## src/design/llsc_pkg.sv

```systemverilog
`default_nettype none

package llsc_pkg;

	localparam int unsigned MODE_W = 2;
	localparam int unsigned TID_W  = 4;
	localparam int unsigned ADDR_W = 12;
	localparam int unsigned DATA_W = 32;
	localparam int unsigned KIND_W = 3;

	localparam int unsigned THREAD_COUNT_DEF = 16;
	localparam int unsigned MEMORY_WORDS_DEF = 4096;

	typedef enum logic [MODE_W-1:0] {
		MODE_READ  = 2'd0,
		MODE_WRITE = 2'd1,
		MODE_LINK  = 2'd2,
		MODE_COND  = 2'd3
	} mode_t;

	typedef enum logic [KIND_W-1:0] {
		KIND_READ  = 3'd0,
		KIND_WRITE = 3'd1,
		KIND_LINK  = 3'd2,
		KIND_ACK   = 3'd3,
		KIND_NACK  = 3'd4
	} kind_t;

	// controller to datapath
	typedef struct packed {
		logic capture;   // latch the incoming request
		logic access;    // memory access and link update
		logic load_out;  // load the output register
	} cmd_t;

endpackage

`default_nettype wire

```

## src/design/llsc_ctrl.sv

```systemverilog
`default_nettype none

module llsc_ctrl (
	input  wire logic   clk,
	input  wire logic   arst_n,
	input  wire logic   in_valid,
	output logic        in_stall,
	output logic        out_valid,
	input  wire logic   out_stall,
	output llsc_pkg::cmd_t cmd
);

	import llsc_pkg::*;

	typedef enum logic [2:0] {
		S_IDLE   = 3'b001,
		S_ACCESS = 3'b010,
		S_RESULT = 3'b100
	} state_t;

	state_t state_q, state_d;
	logic   out_valid_q;
	logic   out_free;

	assign out_free = !out_valid_q || !out_stall;

	always_comb begin
		cmd          = '0;
		cmd.capture  = (state_q == S_IDLE) && in_valid;
		cmd.access   = (state_q == S_ACCESS);
		cmd.load_out = (state_q == S_RESULT) && out_free;
	end

	always_comb begin
		state_d = state_q;
		case (state_q)
			S_IDLE: begin
				if (in_valid) begin
					state_d = S_ACCESS;
				end
			end
			S_ACCESS: begin
				state_d = S_RESULT;
			end
			S_RESULT: begin
				if (out_free) begin
					state_d = S_IDLE;
				end
			end
			default: begin
				state_d = S_IDLE;
			end
		endcase
	end

	always_ff @(posedge clk or negedge arst_n) begin
		if (!arst_n) begin
			state_q     <= S_IDLE;
			out_valid_q <= 1'b0;
		end else begin
			state_q <= state_d;
			if (cmd.load_out) begin
				out_valid_q <= 1'b1;
			end else if (!out_stall) begin
				out_valid_q <= 1'b0;
			end
		end
	end

	assign in_stall  = (state_q != S_IDLE);
	assign out_valid = out_valid_q;

`ifndef ASSERT_OFF
	// every access follows an accepted request
	a_access_after_accept: assert property (@(posedge clk) disable iff (!arst_n)
		cmd.access |-> $past(in_valid && !in_stall))
		else $error("access without accepted request");

	// a waiting result is never overwritten
	a_no_overwrite: assert property (@(posedge clk) disable iff (!arst_n)
		cmd.load_out |-> !(out_valid_q && out_stall))
		else $error("output register overwritten while stalled");

	// no new request is taken between capture and result load
	a_one_in_flight: assert property (@(posedge clk) disable iff (!arst_n)
		cmd.capture |=> in_stall ##1 in_stall)
		else $error("request accepted while one is in flight");
`endif

endmodule

`default_nettype wire

```

## config.mk

```make
export PLATFORM = sky130hd
export DESIGN_NAME = llsc_ctrl
export DESIGN_NICKNAME = d
export VERILOG_FILES = /design/src/design/llsc_pkg.sv /design/src/design/llsc_ctrl.sv
export SDC_FILE = /design/constraint.sdc
export NUM_CORES = 1
export LEC_CHECK = 0
export BUFFER_PORTS_ARGS = -buffer_cell sky130_fd_sc_hd__buf_2
export CORE_AREA = 10 10 47 49
export DETAILED_ROUTE_END_ITERATION = 10
export DIE_AREA = 0 0 57 59
export MAX_ROUTING_LAYER = met4
export PLACE_DENSITY = 0.35
export SYNTH_ARGS = -nofsm -noshare
export SYNTH_HDL_FRONTEND = slang
export SYNTH_SLANG_ARGS = --single-unit
export TNS_END_PERCENT = 1
```

## constraint.sdc

```tcl
create_clock -name clk -period 1.93 [get_ports clk]
set_clock_uncertainty 0.2 [all_clocks]
set_input_delay 0.2895 -clock clk [delete_from_list [all_inputs] [get_ports clk]]
set_output_delay 0.2895 -clock clk [all_outputs]
set_load 0.02 [all_outputs]
```

==> impl_metrics.prom <==
# TYPE chip_impl_metric gauge
chip_impl_info{name="cp_slowest_cell",value="sky130_fd_sc_hd__dfstp_2"} 1
chip_impl_metric{name="synth_area_per_cell",unit="um^2"} 12.3
chip_impl_metric{name="timing.final.ws_setup",unit="ps"} 120
chip_impl_metric{name="gp_congestion",unit=""} 0.693
chip_impl_metric{name="vias_per_cell",unit=""} 4.02
chip_impl_metric{name="filler_cell_count",unit=""} 167
chip_impl_info{name="crit_end",value="in_stall"} 1
chip_impl_info{name="layout.cells.most_common",value="sky130_fd_sc_hd__buf_2"} 1
chip_impl_metric{name="max_slew.worst_pin.slew",unit="ps"} 289
chip_impl_info{name="end_kind",value="primary output"} 1
chip_impl_metric{name="area_delta_synth_final",unit="%"} 46.1
chip_impl_metric{name="design.die.area",unit="mm^2"} 0.00336
chip_impl_metric{name="worst_setup_hold_path_clk_slew",unit="ps"} 40
chip_impl_metric{name="critical_path_required",unit="ps"} 1440
chip_impl_metric{name="drt_first_pass_iters",unit=""} 3
chip_impl_metric{name="worst-path-max-fanout",unit=""} 7
chip_impl_metric{name="synth-seq-area-share",unit="%"} 48.5
chip_impl_metric{name="totalWireLength",unit="um"} 555
chip_impl_metric{name="row_cnt",unit=""} 14
chip_impl_metric{name="wl_per_cell",unit="um"} 12.1
chip_impl_metric{name="num_io_pins",unit=""} 9
chip_impl_metric{name="post-cts-setup-buffers",unit=""} 0
chip_impl_info{name="rsz0062_at_grt",value="false"} 1
chip_impl_metric{name="final.setup.tns",unit="ps"} 0
chip_impl_info{name="hold_path_class",value="input port to flip-flop"} 1
chip_impl_metric{name="vdd_ir_drop_max",unit="mV"} 0.361
chip_impl_metric{name="setup_viol",unit=""} 0
chip_impl_info{name="tritoncts",value="yes"} 1
chip_impl_metric{name="grt_pass1_vias",unit=""} 232
chip_impl_info{name="critical_path_start_end_classification",value="flip-flop to primary output"} 1
chip_impl_metric{name="grt_first_pass_wirelength",unit="um"} 1050
chip_impl_metric{name="mappedNetlistArea",unit="um^2"} 209
chip_impl_metric{name="antenna-diode-count",unit=""} 0
chip_impl_metric{name="dpl_worst_slack",unit="ps"} 365
chip_impl_info{name="cts_root_buf",value="sky130_fd_sc_hd__clkbuf_4"} 1
chip_impl_metric{name="final_layout_size_suffix_gt1_share",unit="%"} 46.7
chip_impl_info{name="worstReg2RegEnd",value="state_q[0]"} 1
chip_impl_metric{name="number_of_h_tree_levels",unit=""} 1
chip_impl_metric{name="detailroute.via_count",unit=""} 185
chip_impl_metric{name="global_route_usage_over_all_layers",unit="%"} 4.45
chip_impl_metric{name="maxSlewHeadroom",unit="%"} 80.7
chip_impl_metric{name="syn-num-nets",unit=""} 21
chip_impl_metric{name="min_period",unit="ps"} 1810
chip_impl_metric{name="design.final.nets",unit=""} 35
chip_impl_metric{name="r2r.worst_path.cells",unit=""} 2
chip_impl_info{name="worst_setup_path_startpoint",value="state_q[0]"} 1
chip_impl_metric{name="maximum_cell_stage_delay_along_the_critical_path",unit="ps"} 580
chip_impl_metric{name="min_period_over_period",unit="%"} 93.8
chip_impl_metric{name="start_util",unit="%"} 14.9
chip_impl_metric{name="syn-instance-count",unit=""} 17
chip_impl_metric{name="placement.io_buffers",unit=""} 8
chip_impl_metric{name="static-leakage-power",unit="uW"} 0.000143
chip_impl_info{name="critical_path.top_delay_family",value="flip-flops"} 1
chip_impl_metric{name="yosysWarnings",unit=""} 0
chip_impl_metric{name="timing.critical_path.buf_inv",unit=""} 1
chip_impl_metric{name="number_of_buffers_inserted_during_clock_tree_synthesis",unit=""} 3
chip_impl_info{name="worst_hold_startpoint",value="in_valid"} 1
chip_impl_info{name="most-common-layout-cells",value="sky130_fd_sc_hd__buf_2 (8), sky130_fd_sc_hd__clkbuf_4 (3), sky130_fd_sc_hd__dfrtp_1 (3), sky130_fd_sc_hd__nor4bb_1 (2)"} 1
chip_impl_metric{name="die_w",unit="um"} 57
chip_impl_info{name="critical_path.cell_chain",value="or3b_1 > buf_2"} 1
chip_impl_info{name="status",value="finished clean"} 1
chip_impl_metric{name="slew_violations",unit=""} 0
chip_impl_metric{name="core_region_area",unit="mm^2"} 0.00140
chip_impl_metric{name="initialDrtViolationCount",unit=""} 2
chip_impl_metric{name="synth.distinct_cells",unit=""} 14
chip_impl_metric{name="max_clock_freq",unit="GHz"} 0.553
chip_impl_metric{name="synth-seq-cells",unit=""} 4
chip_impl_metric{name="critical_path_depth",unit=""} 2
chip_impl_metric{name="antenna_found_initial",unit=""} 0
chip_impl_metric{name="cts.sink_count",unit=""} 4
chip_impl_metric{name="cellPowerDensity",unit="mW/mm^2"} 1410
chip_impl_metric{name="reg2reg_slack",unit="ps"} 700
chip_impl_metric{name="grt_start_max_net_pins",unit=""} 10
chip_impl_metric{name="detail-route-antenna-nets",unit=""} 0
chip_impl_metric{name="grt-ovfl-total",unit=""} 0
chip_impl_info{name="worst_r2r_startpoint",value="state_q[0]"} 1
chip_impl_metric{name="final-hold-violation-count",unit=""} 0
chip_impl_info{name="start_kind",value="flip-flop"} 1
chip_impl_metric{name="fp.dieH",unit="um"} 59
chip_impl_metric{name="drc",unit=""} 0
chip_impl_metric{name="worst_skew_pair.late_latency",unit="ps"} 240
chip_impl_metric{name="cp.arrival",unit="ps"} 1320
chip_impl_metric{name="max_cap_violations",unit=""} 0
chip_impl_metric{name="cts.path.max_buffers",unit=""} 2
## worst register-to-register path, delay by kind of cell (launching register included)
kind,cells,cell delay (ps)
AND/OR/NAND/NOR,1,270
AO/OA/AOI/OAI,1,90
flip-flops,1,580
## report_power, final
group	internal [uW]	switching [uW]	leakage, uW
logic	71.5	77.0	0.0000773
clock network	77.9	38.8	0.0000150
registers	117	49.4	0.0000510
total	266	165	0.000143
## Yosys cell counts
cell | n | area share, %
sky130_fd_sc_hd__a211oi_1 | 1 | 3.6
sky130_fd_sc_hd__nor2_1 | 1 | 1.8
sky130_fd_sc_hd__or3b_1 | 1 | 4.2
sky130_fd_sc_hd__nand2_1 | 1 | 1.8
sky130_fd_sc_hd__nor4bb_2 | 1 | 7.8
sky130_fd_sc_hd__a21oi_1 | 1 | 2.4
sky130_fd_sc_hd__nor4bb_1 | 2 | 9.6
sky130_fd_sc_hd__nand2b_1 | 1 | 3.0
sky130_fd_sc_hd__dfrtp_1 | 3 | 36
sky130_fd_sc_hd__a22o_1 | 1 | 4.2
sky130_fd_sc_hd__and3_1 | 1 | 3.0
sky130_fd_sc_hd__nand4b_1 | 1 | 4.2
sky130_fd_sc_hd__nor3b_2 | 1 | 6.0
sky130_fd_sc_hd__dfstp_2 | 1 | 13
## per-stage QoR
step	hold WS, ps	utilization [%]	power, uW	instances	instance area [um^2]
CTS	114	21.8	445	46	305
detailed placement	-103	19.2	318	41	269
global placement	-105	19.2	319	41	269
global route	118	21.8	475	46	305
floorplan	-206	-	262	17	209
finish	124	21.8	431	46	305
## worst min-delay path by stage
stage	endpoint	slack, ps	depth (start not counted)
floorplan	out_valid	-210	0
global placement	state_q[1]	-100	1
finish	state_q[1]	120	2
detailed placement	state_q[1]	-100	1
global route	state_q[1]	120	2
CTS	state_q[1]	110	2
## final cells by class
class | count | area (um^2) | share of cell area, %
tap | 16 | 20.0 | 6.56
clock buffer | 4 | 26.3 | 8.61
multi-input combinational | 13 | 108 | 35.2
sequential | 4 | 101 | 33.2
timing repair buffer | 9 | 50.0 | 16.4
## logic make-up after synthesis
| logic type | count (synthesis) | share of synthesized area [%] |
|---|---|---|
| DFF | 4 | 48.5 |
| and+or+nand+nor | 10 | 41.3 |
| AOI/OAI and AO/OA | 3 | 10.2 |
## routing by layer
metal	routed length (um)	vias up	global-route usage, %	part of all wire [%]
met5	0	-	-	0
met1	247	88	4.17	45
met4	0	0	4.03	0
li1	-	93	-	-
met2	292	4	6.20	53
met3	15	0	2.79	2.7
## registers in the layout, summed over array words and instances (netlist names)
| signal | flops |
|---|---|
| state_q | 3 |
| out_valid | 1 |
## repair_timing
| action | in CTS | in global routing |
|---|---|---|
| hold endpoints to repair | 4 | 0 |
| resized for setup | 0 | 0 |
| hold buffers | 1 | 0 |
Note: power is estimated with default switching activity, not from simulation.
